File: src/hdl/fsla_pkg.sv
package fsla_pkg;

  localparam int MAX_SLOTS_DEF = 256;

  localparam int COUNT_W    = 9;
  localparam int BYTES_W    = 13;
  localparam int OFFSET_W   = 21;
  localparam int INDEX_W    = 8;
  localparam int SLOT_OFF_W = 20;
  localparam int USED_W     = 9;
  localparam int STATUS_W   = 2;

  localparam int CFG_IDX_W  = 1;
  localparam int CFG_DATA_W = 13;

  localparam int S_TDATA_W  = 24;
  localparam int M_TDATA_W  = 40;

  // dividend of the free path: the non-negative part of the offset
  localparam int DVD_W  = SLOT_OFF_W;
  localparam int PROD_W = COUNT_W + BYTES_W;

  localparam logic [COUNT_W-1:0] COUNT_RESET = 9'd256;
  localparam logic [BYTES_W-1:0] BYTES_RESET = 13'd4;
  localparam logic [BYTES_W-1:0] MIN_BYTES   = 13'd4;
  localparam logic [BYTES_W-1:0] MAX_BYTES   = 13'd4096;

  typedef enum logic [STATUS_W-1:0] {
    ST_OK    = 2'd0,
    ST_EMPTY = 2'd1,
    ST_RANGE = 2'd2,
    ST_ALIGN = 2'd3
  } status_t;

  typedef enum logic [CFG_IDX_W-1:0] {
    REG_SLOT_COUNT = 1'b0,
    REG_SLOT_BYTES = 1'b1
  } cfg_reg_t;

endpackage

File: src/hdl/fsla_div.sv
module fsla_div (
  input  logic                         clk,
  input  logic                         rst,
  input  logic                         start,
  input  logic [fsla_pkg::DVD_W-1:0]   dividend,
  input  logic [fsla_pkg::BYTES_W-1:0] divisor,
  output logic                         done,
  output logic [fsla_pkg::DVD_W-1:0]   quot,
  output logic [fsla_pkg::BYTES_W-1:0] rem
);
  import fsla_pkg::*;

  localparam int CNT_W = $clog2(DVD_W);

  logic               busy;
  logic [CNT_W-1:0]   cnt;
  logic [DVD_W-1:0]   dvd;
  logic [BYTES_W-1:0] dvs;
  logic [BYTES_W-1:0] part;
  logic [BYTES_W:0]   part_sh;
  logic [BYTES_W:0]   diff;
  logic               ge;
  logic               last_step;

  // one quotient bit per cycle, quotient shifts into the dividend register
  assign part_sh   = {part, dvd[DVD_W-1]};
  assign diff      = part_sh - {1'b0, dvs};
  assign ge        = part_sh >= {1'b0, dvs};
  assign quot      = dvd;
  assign rem       = part;
  assign last_step = (cnt == CNT_W'(DVD_W - 1));

  always_ff @(posedge clk) begin
    if (rst) begin
      busy <= 1'b0;
      done <= 1'b0;
      cnt  <= '0;
    end else begin
      done <= busy && !start && last_step;
      if (start) begin
        busy <= 1'b1;
        cnt  <= '0;
      end else if (busy) begin
        if (last_step) begin
          busy <= 1'b0;
        end
        cnt <= cnt + CNT_W'(1);
      end
    end
  end

  always_ff @(posedge clk) begin
    if (start) begin
      dvd  <= dividend;
      dvs  <= divisor;
      part <= '0;
    end else if (busy) begin
      dvd  <= {dvd[DVD_W-2:0], ge};
      part <= ge ? diff[BYTES_W-1:0] : part_sh[BYTES_W-1:0];
    end
  end

endmodule

File: src/hdl/fsla_mul.sv
module fsla_mul (
  input  logic                         clk,
  input  logic                         rst,
  input  logic                         start,
  input  logic [fsla_pkg::COUNT_W-1:0] mcand,
  input  logic [fsla_pkg::BYTES_W-1:0] mplier,
  output logic                         done,
  output logic [fsla_pkg::PROD_W-1:0]  prod
);
  import fsla_pkg::*;

  localparam int CNT_W = $clog2(COUNT_W);

  logic               busy;
  logic [CNT_W-1:0]   cnt;
  logic [COUNT_W-1:0] a_sh;
  logic [BYTES_W-1:0] b;
  logic [PROD_W-1:0]  acc;
  logic               last_step;

  // msb first shift-add, one multiplicand bit per cycle
  assign prod      = acc;
  assign last_step = (cnt == CNT_W'(COUNT_W - 1));

  always_ff @(posedge clk) begin
    if (rst) begin
      busy <= 1'b0;
      done <= 1'b0;
      cnt  <= '0;
    end else begin
      done <= busy && !start && last_step;
      if (start) begin
        busy <= 1'b1;
        cnt  <= '0;
      end else if (busy) begin
        if (last_step) begin
          busy <= 1'b0;
        end
        cnt <= cnt + CNT_W'(1);
      end
    end
  end

  always_ff @(posedge clk) begin
    if (start) begin
      a_sh <= mcand;
      b    <= mplier;
      acc  <= '0;
    end else if (busy) begin
      a_sh <= {a_sh[COUNT_W-2:0], 1'b0};
      acc  <= {acc[PROD_W-2:0], 1'b0} + (a_sh[COUNT_W-1] ? PROD_W'(b) : '0);
    end
  end

endmodule

File: src/hdl/fixed_slot_free_list_allocator.sv
// Fixed-size slot pool with a LIFO free list.
// Requests enter on the s_ channel: s_tuser is the mode (0 allocate, 1 free)
// and s_tdata carries the signed byte offset of the slot to free.
// Each request gives exactly one result on the m_ channel: m_tuser is the
// status, m_tdata carries slot index, slot byte offset and used count.
// Capacity and slot size are set through the cfg_ write port; a slot_count
// write rebuilds the free chain and clears the used count.
// One request is worked at a time. Allocate forms the slot offset with the
// 9-step shift-add multiplier; free splits the offset into index and
// remainder with the 20-step restoring divider. Errors that need no
// arithmetic (empty pool, negative offset) go straight to the result.
// After reset, and after each slot_count write, the link store is refilled
// one entry per cycle for slot_count entries; s_tready stays low meanwhile.
// A finished result waits in the output register while the receiver stalls;
// the next request is taken in the meantime and held until the output frees.
module fixed_slot_free_list_allocator (
  input  logic                            clk,
  input  logic                            rst,
  input  logic                            s_tvalid,
  output logic                            s_tready,
  input  logic [fsla_pkg::S_TDATA_W-1:0]  s_tdata,   // byte_offset
  input  logic                            s_tuser,   // mode
  output logic                            m_tvalid,
  input  logic                            m_tready,
  output logic [fsla_pkg::M_TDATA_W-1:0]  m_tdata,   // slot_index, slot_offset, used_count
  output logic [fsla_pkg::STATUS_W-1:0]   m_tuser,   // status
  input  logic                            cfg_we,
  input  logic [fsla_pkg::CFG_IDX_W-1:0]  cfg_index,
  input  logic [fsla_pkg::CFG_DATA_W-1:0] cfg_data
);
  import fsla_pkg::*;

  localparam int MAX_SLOTS = MAX_SLOTS_DEF;
  localparam int LINK_W = $clog2(MAX_SLOTS + 1);
  localparam int ADDR_W = $clog2(MAX_SLOTS);
  localparam logic [LINK_W-1:0]  END_MARK   = LINK_W'(MAX_SLOTS);
  localparam logic [COUNT_W-1:0] COUNT_INIT =
    (MAX_SLOTS < int'(COUNT_RESET)) ? COUNT_W'(MAX_SLOTS) : COUNT_RESET;

  typedef enum logic [2:0] {
    S_FILL,
    S_IDLE,
    S_ALLOC,
    S_DIV,
    S_DONE
  } state_t;

  state_t state;

  logic [COUNT_W-1:0]    slot_count;
  logic [BYTES_W-1:0]    slot_bytes;
  logic [LINK_W-1:0]     head_ptr;
  logic [LINK_W-1:0]     fill_cnt;
  logic [USED_W-1:0]     in_use;
  logic [SLOT_OFF_W-1:0] req_off;
  logic [INDEX_W-1:0]    alloc_idx;

  status_t               res_status;
  logic [INDEX_W-1:0]    res_idx;
  logic [SLOT_OFF_W-1:0] res_off;
  logic [USED_W-1:0]     res_used;

  status_t               out_status;
  logic [INDEX_W-1:0]    out_idx;
  logic [SLOT_OFF_W-1:0] out_off;
  logic [USED_W-1:0]     out_used;

  logic [LINK_W-1:0] link_mem [MAX_SLOTS];
  logic [LINK_W-1:0] rd_data;
  logic              mem_we;
  logic [ADDR_W-1:0] mem_waddr;
  logic [LINK_W-1:0] mem_wdata;
  logic              mem_re;
  logic [ADDR_W-1:0] mem_raddr;

  logic                  accept;
  logic                  head_empty;
  logic                  div_start;
  logic                  div_done;
  logic [DVD_W-1:0]      quot;
  logic [BYTES_W-1:0]    rem;
  logic                  quot_range;
  logic                  free_ok;
  logic                  mul_start;
  logic                  mul_done;
  logic [PROD_W-1:0]     prod;
  logic [USED_W-1:0]     in_use_inc;
  logic [USED_W-1:0]     in_use_dec;
  logic [LINK_W-1:0]     head_next;
  logic [COUNT_W-1:0]    count_in;
  logic [COUNT_W-1:0]    count_clamped;
  logic [BYTES_W-1:0]    bytes_in;
  logic [BYTES_W-1:0]    bytes_clamped;
  logic                  out_load;
  logic                  count_we;
  logic                  bytes_we;

  assign s_tready   = (state == S_IDLE);
  assign accept     = s_tvalid && s_tready;
  assign head_empty = 32'(head_ptr) >= 32'(slot_count);
  assign div_start  = accept && s_tuser && !s_tdata[OFFSET_W-1];
  assign mul_start  = accept && !s_tuser && !head_empty;
  assign quot_range = quot >= DVD_W'(slot_count);
  assign free_ok    = (state == S_DIV) && div_done && !quot_range && (rem == '0);
  assign in_use_inc = (in_use < USED_W'(slot_count)) ? in_use + USED_W'(1) : in_use;
  assign in_use_dec = (in_use != '0) ? in_use - USED_W'(1) : in_use;
  assign head_next  = (32'(rd_data) < 32'(slot_count)) ? rd_data : END_MARK;
  assign out_load   = (state == S_DONE) && (!m_tvalid || m_tready);
  assign count_we   = cfg_we && (cfg_index == REG_SLOT_COUNT);
  assign bytes_we   = cfg_we && (cfg_index == REG_SLOT_BYTES);

  assign m_tuser = out_status;
  assign m_tdata = {3'b000, out_used, out_off, out_idx};

  always_comb begin
    count_in = cfg_data[COUNT_W-1:0];
    bytes_in = cfg_data[BYTES_W-1:0];
    if (count_in == '0) begin
      count_clamped = COUNT_W'(1);
    end else if (32'(count_in) > MAX_SLOTS) begin
      count_clamped = COUNT_W'(MAX_SLOTS);
    end else begin
      count_clamped = count_in;
    end
    if (bytes_in < MIN_BYTES) begin
      bytes_clamped = MIN_BYTES;
    end else if (bytes_in > MAX_BYTES) begin
      bytes_clamped = MAX_BYTES;
    end else begin
      bytes_clamped = bytes_in;
    end
  end

  // link store ports: refill pass and free push share the write port
  always_comb begin
    mem_we    = (state == S_FILL) || free_ok;
    mem_waddr = (state == S_FILL) ? fill_cnt[ADDR_W-1:0] : quot[ADDR_W-1:0];
    mem_wdata = (state == S_FILL) ? fill_cnt + LINK_W'(1) : head_ptr;
    mem_re    = mul_start;
    mem_raddr = head_ptr[ADDR_W-1:0];
  end

  always_ff @(posedge clk) begin
    if (mem_we) begin
      link_mem[mem_waddr] <= mem_wdata;
    end
    if (mem_re) begin
      rd_data <= link_mem[mem_raddr];
    end
  end

  fsla_div u_div (
    .clk      (clk),
    .rst      (rst),
    .start    (div_start),
    .dividend (s_tdata[DVD_W-1:0]),
    .divisor  (slot_bytes),
    .done     (div_done),
    .quot     (quot),
    .rem      (rem)
  );

  fsla_mul u_mul (
    .clk    (clk),
    .rst    (rst),
    .start  (mul_start),
    .mcand  (COUNT_W'(head_ptr)),
    .mplier (slot_bytes),
    .done   (mul_done),
    .prod   (prod)
  );

  always_ff @(posedge clk) begin
    if (rst) begin
      state      <= S_FILL;
      fill_cnt   <= '0;
      head_ptr   <= '0;
      in_use     <= '0;
      slot_count <= COUNT_INIT;
      slot_bytes <= BYTES_RESET;
      m_tvalid   <= 1'b0;
    end else begin
      m_tvalid <= out_load || (m_tvalid && !m_tready);
      if (out_load) begin
        out_status <= res_status;
        out_idx    <= res_idx;
        out_off    <= res_off;
        out_used   <= res_used;
      end
      if (bytes_we) begin
        slot_bytes <= bytes_clamped;
      end
      if (count_we) begin
        slot_count <= count_clamped;
        head_ptr   <= '0;
        in_use     <= '0;
        fill_cnt   <= '0;
        state      <= S_FILL;
      end else begin
        unique case (state)
          S_FILL: begin
            fill_cnt <= fill_cnt + LINK_W'(1);
            if (32'(fill_cnt) + 1 >= 32'(slot_count)) begin
              state <= S_IDLE;
            end
          end
          S_IDLE: begin
            if (accept) begin
              req_off   <= s_tdata[SLOT_OFF_W-1:0];
              alloc_idx <= INDEX_W'(head_ptr);
              res_idx   <= '0;
              res_off   <= '0;
              res_used  <= in_use;
              if (!s_tuser) begin
                if (head_empty) begin
                  res_status <= ST_EMPTY;
                  state      <= S_DONE;
                end else begin
                  state <= S_ALLOC;
                end
              end else if (s_tdata[OFFSET_W-1]) begin
                res_status <= ST_RANGE;
                state      <= S_DONE;
              end else begin
                state <= S_DIV;
              end
            end
          end
          S_ALLOC: begin
            if (mul_done) begin
              head_ptr   <= head_next;
              in_use     <= in_use_inc;
              res_status <= ST_OK;
              res_idx    <= alloc_idx;
              res_off    <= prod[SLOT_OFF_W-1:0];
              res_used   <= in_use_inc;
              state      <= S_DONE;
            end
          end
          S_DIV: begin
            if (div_done) begin
              priority if (quot_range) begin
                res_status <= ST_RANGE;
              end else if (rem != '0) begin
                res_status <= ST_ALIGN;
              end else begin
                head_ptr   <= LINK_W'(quot);
                in_use     <= in_use_dec;
                res_status <= ST_OK;
                res_idx    <= quot[INDEX_W-1:0];
                res_off    <= req_off;
                res_used   <= in_use_dec;
              end
              state <= S_DONE;
            end
          end
          S_DONE: begin
            if (out_load) begin
              state <= S_IDLE;
            end
          end
          default: state <= S_FILL;
        endcase
      end
    end
  end

  a_used_bound: assert property (@(posedge clk) disable iff (rst)
    in_use <= USED_W'(slot_count))
    else $error("used count above slot count");

  a_one_at_a_time: assert property (@(posedge clk) disable iff (rst)
    s_tvalid && s_tready |=> !s_tready)
    else $error("second request taken while one is in work");

  a_head_valid: assert property (@(posedge clk) disable iff (rst)
    state == S_IDLE |-> (32'(head_ptr) < 32'(slot_count) || head_ptr == END_MARK))
    else $error("free list head names no chained slot");

endmodule
File: config.mk
export PLATFORM = sky130hd
export DESIGN_NAME = fixed_slot_free_list_allocator
export DESIGN_NICKNAME = d
export VERILOG_FILES = /design/src/hdl/fsla_pkg.sv /design/src/hdl/fsla_div.sv /design/src/hdl/fsla_mul.sv /design/src/hdl/fixed_slot_free_list_allocator.sv
export SDC_FILE = /design/constraint.sdc
export NUM_CORES = 2
export LEC_CHECK = 0
export BUFFER_PORTS_ARGS = -buffer_cell sky130_fd_sc_hd__buf_2
export CAP_MARGIN = 20
export CORE_UTILIZATION = 40
export DETAILED_ROUTE_END_ITERATION = 7
export HOLD_SLACK_MARGIN = 0.12
export PLACE_DENSITY = 0.64
export SLEW_MARGIN = 20
export SYNTH_ARGS = -nofsm -noshare
export SYNTH_HDL_FRONTEND = slang
export SYNTH_SLANG_ARGS = --single-unit
export TNS_END_PERCENT = 5
File: constraint.sdc
create_clock -name clk -period 19.1 [get_ports clk]
set_clock_uncertainty 0.2 [all_clocks]
set_input_delay 1.91 -clock clk [delete_from_list [all_inputs] [get_ports clk]]
set_output_delay 1.91 -clock clk [all_outputs]
set_load 0.1 [all_outputs]
==> impl_metrics.yaml <==
yosys:
  synth_compound_area_share_pct: 3.204
  synthMuxAreaShare_pct: 15.14
  async_reset_ff_share_pct: 0
  syn-instance-count: 5160
  avgSynthCellArea_sq_um: 19.70
  synth_xor_area_share_pct: 0.4480
  ys_ff_latch: 2573
  synth-adder-area-share_pct: 0.9502
  synth_warnings: 0
  ys_types: 67
  syn_area_sq_mm: 0.1017
  ys_seq_area_share_pct: 75.03
  synth_edf_count: 2474
  ys.flop_type: "edfxtp_1"
  synth_top_family_by_area: "multiplexers"
  synth-simple-area-share_pct: 3.641
clocking:
  clkTransAtPathRegs_ps: 60
  cts_tree: "built"
  cts_max_level: 5
  post_cts_buffers: 0
  clockRootBuffer: "clkbuf_16"
  clk_path_buf_depth: 4
  cts_sinks: 2573
  clk_latency_ps: 940
  post_cts_resized: 0
  cts_made_buffers: 278
  holdBufCountCts: 0
power:
  p_seq_share_pct: 53.2
  ir_worst_vdd_v: 0.00007460
  p_leak_nw: 35.15
  p_comb_share_pct: 5.4
  clockPowerShare_pct: 41.4
  p_per_area_mw_per_mm2: 104.6
  switching_share_pct: 21.79
  switchingPower_w: 0.002597
  intPower_w: 0.009323
sta:
  rsz0062_at_grt: "no"
  worstMarginPinSlew_ps: 1174
  relSlewSlack_pct: 21.71
  fmax_mhz: 158.1
  fin_crit_ps: 6325
  hold_viol: 0
  final-setup-viol-count: 0
  tns_ps: 0
  slew_violations: 0
  min_period_over_period_pct: 33.11
grt:
  antenna_found_initial: 6
  grt_max_degree: 193
  grt_overflow: 0
  grt_pass1_wl_mm: 344.9
  grt_pass1_vias: 50470
  grtUsageTotal_pct: 18.28
final_layout:
  syn_to_final_growth_pct: 12.16
  nets: 5438
  final_area_sq_mm: 0.1140
  drive_gt1_share_pct: 21.42
floorplanning:
  core_sq_mm: 0.2521
  die_width_microns: 506.1
  rows: 184
  initial_utilization_pct: 40.33
  io_pins: 88
  die-area_sq_mm: 0.2562
  fp.dieH_microns: 506.1
placement:
  dpl-instance-area_sq_mm: 0.1058
  place_congestion: 0.8174
  io_buffers: 81
  detailed_place_hpwl_mm: 136.8
route:
  wl_mm: 235.6
  viasPerCell: 5.672
  drtIter0Drc: 5503
  wl_per_cell_microns: 26.58
  drcViolationCount: 0
  drtAntennaViolNets: 0
  vias: 50270
  dr.pass1.iters: 6
hold_path:
  hp-class: "register to register"
setup_path:
  reg2reg_setup_slack_ps: 12780
  cp.required_ps: 19460
  crit_type: "register to register"
  critPathCaptureType: "register"
  worstPathArrival_ps: 6680
  crit_path_max_fanout: 50
  start_kind: "register"
run:
  maxCapViolCount: 0
status:
  status: "complete, no violations"
per-layer routing:
metal	vias to the layer above	GRT usage, %	part of all wire (%)
met5	-	0	0.0030
met4	2	5.645	2.8
met3	408	4.179	8.0
met2	1931	29.29	48
met1	26440	24.85	41
li1	21490	-	-
kinds of logic after synthesis:
| family | count (synthesis) |
|---|---|
| compound gates | 480 |
| xor+xnor | 52 |
| fa+ha+maj | 76 |
| buf+inv | 332 |
| flops | 2573 |
| mux | 791 |
| other cells | 1 |
| simple gates | 855 |
power by group through the flow:
stage,clock [W],combinational (W),sequential [W]
2_1_floorplan,0,0.000390,0.00649
3_3_place_gp,0,0.000623,0.00646
3_5_place_dp,0,0.000641,0.00646
4_1_cts,0.00502,0.000644,0.00634
5_1_grt,0.00523,0.000693,0.00634
6_report,0.00494,0.000642,0.00634
worst paths after layout:
path                             startpoint  depth (start not counted)    endpoint
worst max-delay path            head_ptr[1]                         10  rd_data[3]
worst min register to register   res_off[7]                          0  out_off[7]
worst max register to register  head_ptr[1]                         10  rd_data[3]
worst min-delay path             res_off[7]                          0  out_off[7]
stage by stage:
step                      total power [W]  utilization, %  setup WS [ps]  hold slack, ps  instances
after global placement           0.007079           41.95          12670           200.4       8384
after floorplan                  0.006883               -           5629           200.3       5162
after CTS                         0.01201           45.22          12710           218.0       8858
after global routing              0.01226           45.22          12520           223.5       8859
after detailed placement         0.007100           41.97          12710           204.5       8386
final                             0.01192           45.23          12780           216.0       8863
flip-flops by register name (all words and copies together) (netlist names), 13 cells and up:
| name | cells |
|---|---|
| u_div.rem | 13 |
| res_off | 20 |
| slot_bytes | 13 |
| u_mul.b | 13 |
| link_mem | 2304 |
| u_div.dvs | 13 |
| req_off | 20 |
| u_div.quot | 20 |
| out_off | 20 |
| u_mul.prod | 20 |
synthesized netlist by cell type (all sizes together) (3+ instances only):
cell	number	area share (%)
o211ai	5	0.037
a211oi	50	0.37
o2111ai	3	0.026
a22o	8	0.069
xor2	21	0.18
o21a	8	0.059
nor4b	3	0.026
xnor2	31	0.27
nor3	49	0.24
ha	74	0.91
clkbuf	143	0.53
o21ai	51	0.25
nand3	47	0.23
a31oi	27	0.17
dfxtp	99	1.9
a21oi	106	0.53
and2	15	0.092
o31ai	4	0.030
o221ai	28	0.24
and3	14	0.086
or3	14	0.086
o22ai	27	0.17
a22oi	108	0.80
nand2	203	0.75
mux2	27	0.30
a32oi	4	0.034
mux4	595	13
nand3b	6	0.044
buf	145	0.89
or2	6	0.037
nand4	23	0.14
edfxtp	2474	73
a31o	3	0.026
nor3b	6	0.044
inv	43	0.16
nor2b	16	0.098
a221oi	18	0.16
nand2b	19	0.12
nor4	10	0.062
nor2	422	1.6
mux2i	169	1.7
a21o	13	0.096
cells in the final DEF, fill, tap and decap left out, types with 23 or more instances in the layout:
cell,netlist,layout
a211oi_1,50,50
a21oi_1,104,104
a22oi_1,108,108
a31oi_1,27,25
buf_2,62,81
buf_4,37,72
clkbuf_1,143,78
clkbuf_16,0,284
clkinv_1,1,51
clkinv_2,0,37
dfxtp_1,99,93
edfxtp_1,2474,2474
ha_1,74,74
inv_1,43,43
mux2_2,27,27
mux2i_1,169,169
mux4_2,595,595
nand2_1,201,192
nand3_1,47,47
nand4_1,23,23
nor2_1,421,417
nor3_1,49,47
o21ai_0,49,48
o221ai_1,28,28
o22ai_1,27,27
xnor2_1,31,31
layout make-up:
class	count	area, sq um
clock inverter	107	752.0
sequential	2573	76290
fill	21030	138100
tap	3348	4189
clock buffer	365	7441
inverter	44	165.2
timing repair buffer	164	1149
multi-input combinational	2257	24020
antenna	5	12.51
critical path: stages, from the launching register on:
cell,delay [ps]
dfxtp_4,810
buf_4,790
buf_4,740
buf_4,740
buf_4,720
mux4_2,420
mux4_2,530
nand2_1,90
nand2_1,110
nor3_1,500
a211oi_1,190
No activity file was read; power rests on OpenSTA's default activity.
